[src/sv/strp_pkg.sv]
package strp_pkg;

  // Width of a millisecond value
  localparam int unsigned MsW = 29;
  // Length of the dd:dd:dd,ddd pattern and width of a position index
  localparam int unsigned PatLen = 12;
  localparam int unsigned PosW = 4;
  localparam int unsigned CountW = 2;

  localparam logic [7:0] CharZero  = 8'h30;
  localparam logic [7:0] CharNine  = 8'h39;
  localparam logic [7:0] CharColon = 8'h3A;
  localparam logic [7:0] CharComma = 8'h2C;
  // Marks a digit position in the expected-byte table
  localparam logic [7:0] CharDigit = 8'h00;

  localparam logic [PosW-1:0] LastPos = PosW'(PatLen - 1);

  // Matches completed on the current line
  localparam logic [CountW-1:0] CntNone  = 2'd0;
  localparam logic [CountW-1:0] CntStart = 2'd1;
  localparam logic [CountW-1:0] CntRange = 2'd2;

  // Line result handed to the output register
  typedef struct packed {
    logic           start_found;
    logic           range_found;
    logic [MsW-1:0] start_ms;
    logic [MsW-1:0] end_ms;
  } strp_result_t;

  // Expected byte at each pattern position, CharDigit where a digit goes
  function automatic logic [7:0] pat_expect(input logic [PosW-1:0] pos);
    logic [7:0] ch;
    case (pos)
      4'd2, 4'd5: ch = CharColon;
      4'd8:       ch = CharComma;
      default:    ch = CharDigit;
    endcase
    return ch;
  endfunction

  // Millisecond weight of the digit at each pattern position
  function automatic logic [MsW-1:0] pat_weight(input logic [PosW-1:0] pos);
    logic [MsW-1:0] w;
    case (pos)
      4'd0:    w = MsW'(36000000);
      4'd1:    w = MsW'(3600000);
      4'd3:    w = MsW'(600000);
      4'd4:    w = MsW'(60000);
      4'd6:    w = MsW'(10000);
      4'd7:    w = MsW'(1000);
      4'd9:    w = MsW'(100);
      4'd10:   w = MsW'(10);
      4'd11:   w = MsW'(1);
      default: w = '0;
    endcase
    return w;
  endfunction

endpackage

[src/sv/subtitle_time_range_parser.sv]
// Subtitle time-range parser.
// Input channel: one byte of a text line per request (char_in_i), with
// end_of_line_i set on the line's last byte; in_valid_i / in_stall_o.
// The line is searched for "dd:dd:dd,ddd" twice; each match is converted to
// milliseconds. A mismatching byte resets the match and is not retried.
// Output channel: one request per line, issued for the end-of-line byte:
// start_found_o, range_found_o, start_ms_o, end_ms_o (zero when not found);
// out_valid_o / out_stall_i.
// Throughput: one byte per cycle unless a line-end byte waits for room in
// the output register. The byte is registered, then matched and accumulated
// (one constant-weight multiply-add) and the line result is registered.
// When the receiver stalls, the result stays in the output register; bytes
// that are not line ends keep flowing, and the next line-end byte waits in
// the input register, which then stalls the sender.
// Reset clears the match state and both valid flags; no results are pending.
module subtitle_time_range_parser
  import strp_pkg::*;
(
  input  logic           clk_i,
  input  logic           rst_ni,
  input  logic           in_valid_i,
  output logic           in_stall_o,
  input  logic [7:0]     char_in_i,
  input  logic           end_of_line_i,
  output logic           out_valid_o,
  input  logic           out_stall_i,
  output logic           start_found_o,
  output logic           range_found_o,
  output logic [MsW-1:0] start_ms_o,
  output logic [MsW-1:0] end_ms_o
);

  logic         item_valid;
  logic [7:0]   item_char;
  logic         item_eol;
  logic         item_take;
  logic         out_free;
  logic         res_valid;
  strp_result_t res;

  strp_in_reg u_in_reg (
    .clk_i         (clk_i),
    .rst_ni        (rst_ni),
    .in_valid_i    (in_valid_i),
    .in_stall_o    (in_stall_o),
    .char_in_i     (char_in_i),
    .end_of_line_i (end_of_line_i),
    .take_i        (item_take),
    .valid_o       (item_valid),
    .char_o        (item_char),
    .eol_o         (item_eol)
  );

  strp_scan u_scan (
    .clk_i        (clk_i),
    .rst_ni       (rst_ni),
    .item_valid_i (item_valid),
    .char_i       (item_char),
    .eol_i        (item_eol),
    .out_free_i   (out_free),
    .item_take_o  (item_take),
    .res_valid_o  (res_valid),
    .res_o        (res)
  );

  strp_out_reg u_out_reg (
    .clk_i         (clk_i),
    .rst_ni        (rst_ni),
    .res_valid_i   (res_valid),
    .res_i         (res),
    .free_o        (out_free),
    .out_valid_o   (out_valid_o),
    .out_stall_i   (out_stall_i),
    .start_found_o (start_found_o),
    .range_found_o (range_found_o),
    .start_ms_o    (start_ms_o),
    .end_ms_o      (end_ms_o)
  );

endmodule

[src/sv/strp_in_reg.sv]
module strp_in_reg
  import strp_pkg::*;
(
  input  logic       clk_i,
  input  logic       rst_ni,
  input  logic       in_valid_i,
  output logic       in_stall_o,
  input  logic [7:0] char_in_i,
  input  logic       end_of_line_i,
  // downstream side
  input  logic       take_i,
  output logic       valid_o,
  output logic [7:0] char_o,
  output logic       eol_o
);

  logic       valid_q, valid_d;
  logic [7:0] char_q;
  logic       eol_q;
  logic       load;

  // Register can take a new byte when empty or being drained this cycle
  assign in_stall_o = valid_q & ~take_i;
  assign load       = in_valid_i & ~in_stall_o;
  assign valid_d    = load | (valid_q & ~take_i);

  always_ff @(posedge clk_i or negedge rst_ni) begin
    if (!rst_ni) begin
      valid_q <= 1'b0;
    end else begin
      valid_q <= valid_d;
    end
  end

  // Payload, no reset
  always_ff @(posedge clk_i) begin
    if (load) begin
      char_q <= char_in_i;
      eol_q  <= end_of_line_i;
    end
  end

  assign valid_o = valid_q;
  assign char_o  = char_q;
  assign eol_o   = eol_q;

endmodule

[src/sv/strp_scan.sv]
module strp_scan
  import strp_pkg::*;
(
  input  logic         clk_i,
  input  logic         rst_ni,
  input  logic         item_valid_i,
  input  logic [7:0]   char_i,
  input  logic         eol_i,
  input  logic         out_free_i,
  output logic         item_take_o,
  output logic         res_valid_o,
  output strp_result_t res_o
);

  logic [PosW-1:0]   pos_q, pos_d;
  logic [MsW-1:0]    run_q, run_d;
  logic [CountW-1:0] cnt_q, cnt_d;
  logic [MsW-1:0]    first_q, first_d;

  logic [PosW-1:0]   pos;
  logic [7:0]        expect_ch;
  logic              is_digit;
  logic              ok;
  logic [3:0]        digit;
  logic [MsW-1:0]    prod;
  logic [MsW-1:0]    run_sum;
  logic              done;

  // A line-end byte waits for room in the output register
  assign item_take_o = item_valid_i & (~eol_i | out_free_i);
  assign res_valid_o = item_take_o & eol_i;

  // Pattern compare at the current position
  always_comb begin
    pos       = (pos_q > LastPos) ? '0 : pos_q;
    expect_ch = pat_expect(pos);
    is_digit  = (char_i >= CharZero) && (char_i <= CharNine);
    ok        = (expect_ch == CharDigit) ? is_digit : (char_i == expect_ch);
    digit     = (expect_ch == CharDigit && is_digit) ? 4'(char_i - CharZero) : 4'd0;
    prod      = MsW'(digit) * pat_weight(pos);
    run_sum   = run_q + prod;
    done      = (pos == LastPos);
  end

  // Next state after this byte
  always_comb begin
    pos_d   = pos_q;
    run_d   = run_q;
    cnt_d   = cnt_q;
    first_d = first_q;
    if (cnt_q < CntRange) begin
      if (!ok) begin
        pos_d = '0;
        run_d = '0;
      end else if (done) begin
        pos_d = '0;
        if (cnt_q == CntNone) begin
          first_d = run_sum;
          run_d   = '0;
          cnt_d   = CntStart;
        end else begin
          run_d = run_sum;
          cnt_d = CntRange;
        end
      end else begin
        pos_d = pos + 1'b1;
        run_d = run_sum;
      end
    end
  end

  // Line result from the state after the last byte
  always_comb begin
    res_o.start_found = (cnt_d >= CntStart);
    res_o.range_found = (cnt_d >= CntRange);
    res_o.start_ms    = res_o.start_found ? first_d : '0;
    res_o.end_ms      = res_o.range_found ? run_d : '0;
  end

  // State update; line end clears everything
  always_ff @(posedge clk_i or negedge rst_ni) begin
    if (!rst_ni) begin
      pos_q   <= '0;
      run_q   <= '0;
      cnt_q   <= CntNone;
      first_q <= '0;
    end else if (item_take_o) begin
      if (eol_i) begin
        pos_q   <= '0;
        run_q   <= '0;
        cnt_q   <= CntNone;
        first_q <= '0;
      end else begin
        pos_q   <= pos_d;
        run_q   <= run_d;
        cnt_q   <= cnt_d;
        first_q <= first_d;
      end
    end
  end

endmodule

[src/sv/strp_out_reg.sv]
module strp_out_reg
  import strp_pkg::*;
(
  input  logic           clk_i,
  input  logic           rst_ni,
  input  logic           res_valid_i,
  input  strp_result_t   res_i,
  output logic           free_o,
  output logic           out_valid_o,
  input  logic           out_stall_i,
  output logic           start_found_o,
  output logic           range_found_o,
  output logic [MsW-1:0] start_ms_o,
  output logic [MsW-1:0] end_ms_o
);

  logic         valid_q, valid_d;
  strp_result_t res_q;

  // Free when empty or when the held result leaves this cycle
  assign free_o  = ~valid_q | ~out_stall_i;
  assign valid_d = res_valid_i | (valid_q & out_stall_i);

  always_ff @(posedge clk_i or negedge rst_ni) begin
    if (!rst_ni) begin
      valid_q <= 1'b0;
    end else begin
      valid_q <= valid_d;
    end
  end

  always_ff @(posedge clk_i) begin
    if (res_valid_i) begin
      res_q <= res_i;
    end
  end

  assign out_valid_o   = valid_q;
  assign start_found_o = res_q.start_found;
  assign range_found_o = res_q.range_found;
  assign start_ms_o    = res_q.start_ms;
  assign end_ms_o      = res_q.end_ms;

endmodule

[config.mk]
export PLATFORM = sky130hd
export DESIGN_NAME = subtitle_time_range_parser
export DESIGN_NICKNAME = d
export VERILOG_FILES = /design/src/sv/strp_pkg.sv /design/src/sv/subtitle_time_range_parser.sv /design/src/sv/strp_in_reg.sv /design/src/sv/strp_scan.sv /design/src/sv/strp_out_reg.sv
export SDC_FILE = /design/constraint.sdc
export NUM_CORES = 1
export LEC_CHECK = 0
export ABC_AREA = 1
export BUFFER_PORTS_ARGS = -buffer_cell sky130_fd_sc_hd__buf_2
export CAP_MARGIN = 20
export CORE_MARGIN = 5
export CORE_UTILIZATION = 56
export DETAILED_ROUTE_END_ITERATION = 7
export GPL_TIMING_DRIVEN = 0
export PLACE_DENSITY_LB_ADDON = 0.08
export RECOVER_POWER = 25
export SYNTH_ARGS = -nofsm -noshare
export SYNTH_HDL_FRONTEND = slang
export SYNTH_SLANG_ARGS = --single-unit
export TNS_END_PERCENT = 5
[constraint.sdc]
create_clock -name clk_i -period 10.4 [get_ports clk_i]
set_input_delay 1.04 -clock clk_i [delete_from_list [all_inputs] [get_ports clk_i]]
set_output_delay 1.04 -clock clk_i [all_outputs]
set_load 0.01 [all_outputs]
==> Word level (Yosys, flattened, before mapping) <==
Memory sizes are Yosys's and may differ from the RTL's.
Index checks and enable logic that the tools add are counted.
{ "word_totals": {"output_inout_bits": 62, "mem_count": 1, "reg_bits": 135, "inputBits": 13, "mem_bits_ro": 368} }
{ "mem_list": {"columns": ["name", "words", "word_bits", "rd", "rd_clocked_by_memory_dff", "write_ports", "line", "rtl"], "rows": [
  ["(no name shown)", 16, 23, 1, 0, 0, "strp_pkg.sv:46", "case (pos)"]
]} }
{ "op_classes": {"n_addsub": 3, "n_eq_ne": 5, "reduce_logical": 7, "order_cmp": 6, "n_mul": 1, "muxes": 23, "bitwise": 14} }
{ "op_table": {"columns": ["cell", "count"], "rows": [
  ["2-to-1 mux 29 bit", 10],
  ["adder 29 bit", 1],
  ["multiplier 4 x 29 -> 29 bit", 1],
  ["2-to-1 mux 4 bit", 6],
  ["case mux 6 bit (2 select lines)", 1],
  ["2-to-1 mux 2 bit", 5],
  ["== test 4 bit (second input constant)", 2],
  ["== test 8 x 6 -> 1 bit", 1],
  [">= comparator 8 x 6 -> 1 bit (second input constant)", 1],
  ["less-or-equal comparator 8 x 6 -> 1 bit (second input constant)", 1],
  ["logical NOT 8 bit", 1],
  ["AND 1 bit", 5],
  ["inverter 1 bit", 5],
  ["adder 4 x 1 -> 4 bit (second input constant)", 1],
  ["== test 4 x 2 -> 1 bit (second input constant)", 1],
  ["== test 4 x 3 -> 1 bit (second input constant)", 1],
  ["> comparator 4 bit (second input constant)", 1],
  ["OR 1 bit", 4],
  ["subtractor 4 x 1 -> 4 bit (second input constant)", 1],
  [">= comparator 2 x 1 -> 1 bit (second input constant)", 1],
  [">= comparator 2 bit (second input constant)", 1],
  ["logical AND 1 bit", 2],
  ["logical NOT 2 bit", 1],
  ["less-than comparator 2 bit (second input constant)", 1],
  ["other kinds (4)", 4]
]} }

==> Logic depth before layout (Yosys ltp) <==
{ "logic_depth": {"ltp_word": 15, "mapped_depth": 33} }

==> By module <==
A second synthesis with hierarchy kept.
{ "hier_totals": {"hier_cells": 1360, "area_unflattened_um2": 10498.8} }
{ "by_module_without_submodules": {"columns": ["mod", "instances", "seq_area_each_um2", "cells_per_inst", "area_each_um2"], "rows": [
  ["strp_scan", 1, 1601.5, 1280, 8328.0],
  ["strp_out_reg", 1, 1826.8, 64, 1843.0],
  ["strp_in_reg", 1, 295.3, 16, 327.8]
]} }

==> Least setup slack after synthesis <==
No wires, ideal clock.
{ "synth_path": {"path_type": "register to register", "startpoint": "reg u_scan.pos_q[3]", "endpoint": "reg u_out_reg.res_q, in the netlist u_out_reg.start_ms_o[27], data pin", "required_ns": 10.148, "t_arrival_ns": 5.275, "period_less_slack_ns": 5.527, "stages_incl_launch_ff": 31, "setup_slack_ns": 4.873, "path_cell_list": "dfrtp_1 ha_1 nor2_1 inv_1 ha_1 nand2_2 nand3_2 nor2_1 nand2_2 nor2_1 inv_1 clkbuf_1 nor2_1 fa_1 fa_1 inv_1 fa_1 inv_1 ha_1 nand2_1 nor2_1 inv_1 nor2_1 and2_1 nand2_1 nand3_1 nand2_1 nand2_1 nand2_1 nand2_1 nor2_1"} }
{ "synth_between": {"elab_chain_len": 14, "word_cells_on_any_way": 24, "cone_classes": "add/sub (1); mul (1); order compare (2); eq/ne (5); mux (11); reduce/logical (3); memory (1)"} }
{ "synth_lines": {"columns": ["item", "line", "rtl"], "rows": [
  ["from (decl)", "strp_scan.sv:15", "logic [PosW-1:0] pos_q, pos_d;"],
  ["from (signal assigned)", "strp_scan.sv:94", "pos_q <= pos_d;"],
  ["> comparator 4 bit", "strp_scan.sv:35", "pos = (pos_q > LastPos) ? '0 : pos_q;"],
  ["2-to-1 mux 4 bit *", "strp_scan.sv:35", null],
  ["== test 4 x 2 -> 1 bit / == test 4 x 3 -> 1 bit (equally long branches)", "strp_pkg.sv:35", "case (pos)"],
  ["OR reduction 2 bit", "strp_pkg.sv:35", null],
  ["case mux 6 bit (2 select lines)", "strp_pkg.sv:35", null],
  ["logical NOT 8 bit", "strp_scan.sv:38, strp_scan.sv:39", null],
  ["logical AND 1 bit", "strp_scan.sv:39", "digit = (expect_ch == CharDigit && is_digit) ? 4'(char_i - CharZero) : 4'd0;"],
  ["2-to-1 mux 4 bit", "strp_scan.sv:39", null],
  ["multiplier 4 x 29 -> 29 bit", "strp_scan.sv:40", "prod = MsW'(digit) * pat_weight(pos);"],
  ["adder 29 bit", "strp_scan.sv:41", "run_sum = run_q + prod;"],
  ["2-to-1 mux 29 bit", "strp_scan.sv:57", "if (cnt_q == CntNone) begin"],
  ["2-to-1 mux 29 bit", "strp_scan.sv:55", "end else if (done) begin"],
  ["2-to-1 mux 29 bit", "strp_scan.sv:52", "if (!ok) begin"],
  ["2-to-1 mux 29 bit", "strp_scan.sv:51", "if (cnt_q < CntRange) begin"],
  ["to (signal assigned)", "strp_out_reg.sv:34", "res_q <= res_i;"],
  ["to (decl)", "strp_out_reg.sv:18", "strp_result_t res_q;"]
]} }
Every way passes the cells marked *; elsewhere a longest branch is shown, timed or not.
A chain may end at the register's enable or synchronous reset.

==> Final worst setup path <==
{ "layout_path": {"startpoint": "reg u_scan.pos_q[3]", "endpoint": "reg u_out_reg.res_q, in the netlist u_out_reg.end_ms_o[16], data pin"} }
The elaborated chain is that of the path after synthesis.

==> key figures <==
Global route
  – Layer with the highest usage: met2
  – Global route total overflow: 0
  – Met2 usage: roughly two fifths
  – Met3 GRT Util: under 10%
  – GRT met1 Usage: a little over a third
  – First-pass GRT wire length: 43.8 mm
  – Initial antenna violation count: 0
  – Tot GR Track Use: between 20% and 30%
  – Vias in the first global route: 8549
  – Largest net degree at the start of global routing: 54

Timing
  – Max_slew headroom: -102%
  – Layout Skew: around 0.012 ns
  – Hold slack: roughly 0.48 ns
  – Tcrit/Tclk final: ~65%
  – Slew Limit Fails: between 50 and 60
  – Slew @ Worst Pin: ~3.0 ns
  – Final Hold Violating Endpoints: 0
  – RSZ-0062 raised after global routing: no
  – Final Setup Violations: 0
  – Setup WS post-layout: around 3.7 ns
  – Minimum clock period: 6.72 ns
  – Max Fclk: between 0.1 and 0.15 GHz
  – Post-route setup TNS: 0 ns

Clock network
  – Setup bufs post-CTS: 0
  – Clock sinks: between 100 and 150
  – Post-cts repair resize count: 0
  – Hold Buf Count CTS: 0
  – H-tree Lvls: 4
  – TritonCTS clock tree: yes
  – CTS Buf Count: 17
  – CTS root buf: clkbuf_16
  – Worst-Skew Late Latency: around 0.43 ns
  – CTS clk-pin slew, worst paths: roughly 0.070 ns
  – Clk buf depth: 2

Critical path
  – Worst setup EP type: flop
  – Critical Path Max Stage Delay: 0.54 ns
  – Worst-path maximum fanout: 10
  – Worst EP arrival: 7.00 ns
  – Crit Path Class: reg -> reg
  – Slowest cell on crit path: fa_1
  – Required @ worst endpoint: between 10 and 15 ns
  – Critical Path Source Type: flop

Power and ir drop
  – Maximum VDD drop: ~0.11 mV
  – Power Dens Cells: around 110 nW/um^2
  – Leakage power: 6.35 nW
  – Sequential Power Share: roughly 45%
  – Clock power share: approximately 50%
  – Switching Power: 0.000318 W
  – Combinational power share: around 5.4%
  – Switching part of the total power: between 20 and 25%
  – Tot Pwr: ~0.0013 W
  – Pint: 0.000978 W

Placed design
  – DP Area: around 11000 um^2
  – Detailed placement HPWL: ~22 mm
  – Dpl ws: approximately 3.7 ns
  – Gpl congestion: between 0.9 and 1
  – Port-buffer cells: 74

Floorplanning
  – Die ar.: approximately 22000 um^2
  – Num ports: 75
  – Chip height: between 100 and 150 um
  – FP Rows: 50
  – Core area: around 19000 um^2
  – Initial Util: 56.5%
  – Chip Width: between 100 and 150 um

Run status
  – Status: complete, but fails checks
  – Failing checks: max-capacitance violations, max-slew violations

Detailed routing
  – Routed WL: around 27 mm
  – Antenna Nets Post-Route: 0
  – First-pass DRT Iterations: 6
  – Initial DRC count: roughly 640
  – Residual DRC count: 0
  – Drt wl/cell: between 15 and 20 um
  – Via-to-Cell Ratio: between 5 and 6
  – Total number of vias: about 9000

Synth
  – Count leader, synth: nand2_1
  – Post-synth EDFFs: 69
  – Synth area leader: edfxtp_1
  – FFs w/ async S/R, synth: between 40 and 50%
  – Yosys cell types: 44
  – Synthesis-stage register bit count: between 100 and 150
  – Synth Area per Inst: approximately 7.5 um^2
  – Mapped Area: around 11000 um^2
  – Ranking of synthesized cells by area: edfxtp_1 (20%), dfrtp_1 (16%), nand2_1 (15%)
  – Mapped Nets: 1526
  – Post-synthesis sequential area ratio: a little over a third
  – Most used DFF post-synth: edfxtp_1
  – Post-synth top area share: 19.7%
  – Total number of yosys warnings: 0
  – Syn Inst Count: 1400
  – Most frequent cells after synthesis: nand2_1 (427), inv_1 (300), nor2_1 (143), edfxtp_1 (69), dfrtp_1 (66)

Final layout
  – Footprint of the multi-input gates: between 5000 and 6000 um^2
  – Layout fillers: between 1500 and 2000
  – Antenna diode count: 0
  – Layout cells sized above 1: under 10%
  – Fin area: roughly 12000 um^2
  – Area growth syn-to-layout: 12.4%
  – Register Area: between 3000 and 4000 um^2
  – # nets final: between 1500 and 2000

Min path
  – Hold/Removal Path Class: reg -> reg

Run
  – Max-cap violations: 1
## critical path, delay by kind of cell (launching register included)
family,cells,cell delay [ns]
and+or+nand+nor,14,2.47
adders and majority gates,6,2.42
buffers and inverters,6,0.85
DFF,1,0.42
xor gates and xnor gates,1,0.31
AOI/OAI and AO/OA,1,0.11
## sequential cells by signal, summed over array words and instances, names as in the netlist
name,count
u_in_reg.char_o,8
u_scan.cnt_q,2
u_scan.pos_q,4
u_in_reg.valid_o,1
u_scan.run_q,29
u_out_reg.out_valid_o,1
u_out_reg.range_found_o,1
u_out_reg.end_ms_o,29
u_scan.first_q,29
u_out_reg.start_found_o,1
u_in_reg.eol_o,1
u_out_reg.start_ms_o,29
## stage by stage
| step | instances | utilization (%) |
|---|---|---|
| after global routing | 1742 | 63.5 |
| after detailed placement | 1710 | 60.4 |
| after CTS | 1742 | 63.7 |
| final | 1742 | 63.5 |
| after floorplan | 1400 | - |
| after global placement | 1708 | 60.1 |
## cell families after synthesis
| logic type | Yosys count | share of synthesized area (%) |
|---|---|---|
| AOI/OAI and AO/OA | 121 | 6.58 |
| and+or+nand+nor | 673 | 26.0 |
| DFF | 135 | 35.5 |
| xor gates and xnor gates | 17 | 1.42 |
| muxes | 1 | 0.0953 |
| buffers and inverters | 340 | 12.6 |
| adders and majority gates | 113 | 17.9 |
## cell usage in the layout, fill, tap and decap left out, types with 4 or more instances in the layout
cell type / instances
nand2_2: 5
a21oi_1: 38
dfrtp_1: 66
o21ai_1: 9
xnor2_1: 10
ha_1: 51
nor3_1: 7
edfxtp_1: 69
or2_2: 9
inv_6: 5
and2_1: 7
o21ai_0: 44
inv_2: 4
nand3_1: 54
nor2_1: 143
fa_1: 62
inv_1: 299
nand2_1: 427
xor2_1: 7
clkbuf_1: 28
buf_2: 74
clkbuf_16: 17
nand4_1: 12
o22ai_1: 15
## layout make-up
cell class / count / area share (%)
sequential: 135 / 31.6
timing repair buffer: 76 / 3.28
multi-input combinational: 925 / 46.2
buffer: 33 / 1.40
clock buffer: 18 / 3.64
inverter: 307 / 9.81
clock inverter: 14 / 1.60
tap: 234 / 2.48
## worst paths after layout
path                                          end  cells after the start  slack [ns]                from
setup / recovery           u_out_reg.end_ms_o[16]                     28        3.68     u_scan.pos_q[3]
hold / removal                 u_scan.first_q[28]                      2        0.48  u_scan.first_q[28]
setup reg to reg           u_out_reg.end_ms_o[16]                     28        3.68     u_scan.pos_q[3]
hold reg to reg                u_scan.first_q[28]                      2        0.48  u_scan.first_q[28]
max in group asynchronous      u_scan.first_q[20]                      2        6.29              rst_ni
min in group asynchronous         u_scan.pos_q[2]                      1        0.73              rst_ni
## power groups by stage
stage / clock network (W) / registers (W) / logic, W
after floorplan: 0 / 0.000596 / 0.0000307
after global placement: 0 / 0.000590 / 0.0000684
after detailed placement: 0 / 0.000589 / 0.0000717
after CTS: 0.000653 / 0.000579 / 0.0000720
after global routing: 0.000679 / 0.000580 / 0.0000773
final: 0.000648 / 0.000579 / 0.0000696
## metal layers
layer,vias up,share of wire [%]
met2,296,46
met5,-,0
li1,4444,-
met4,0,2.3
met1,4133,45
met3,45,6.5
(Power assumes the default switching activity.)
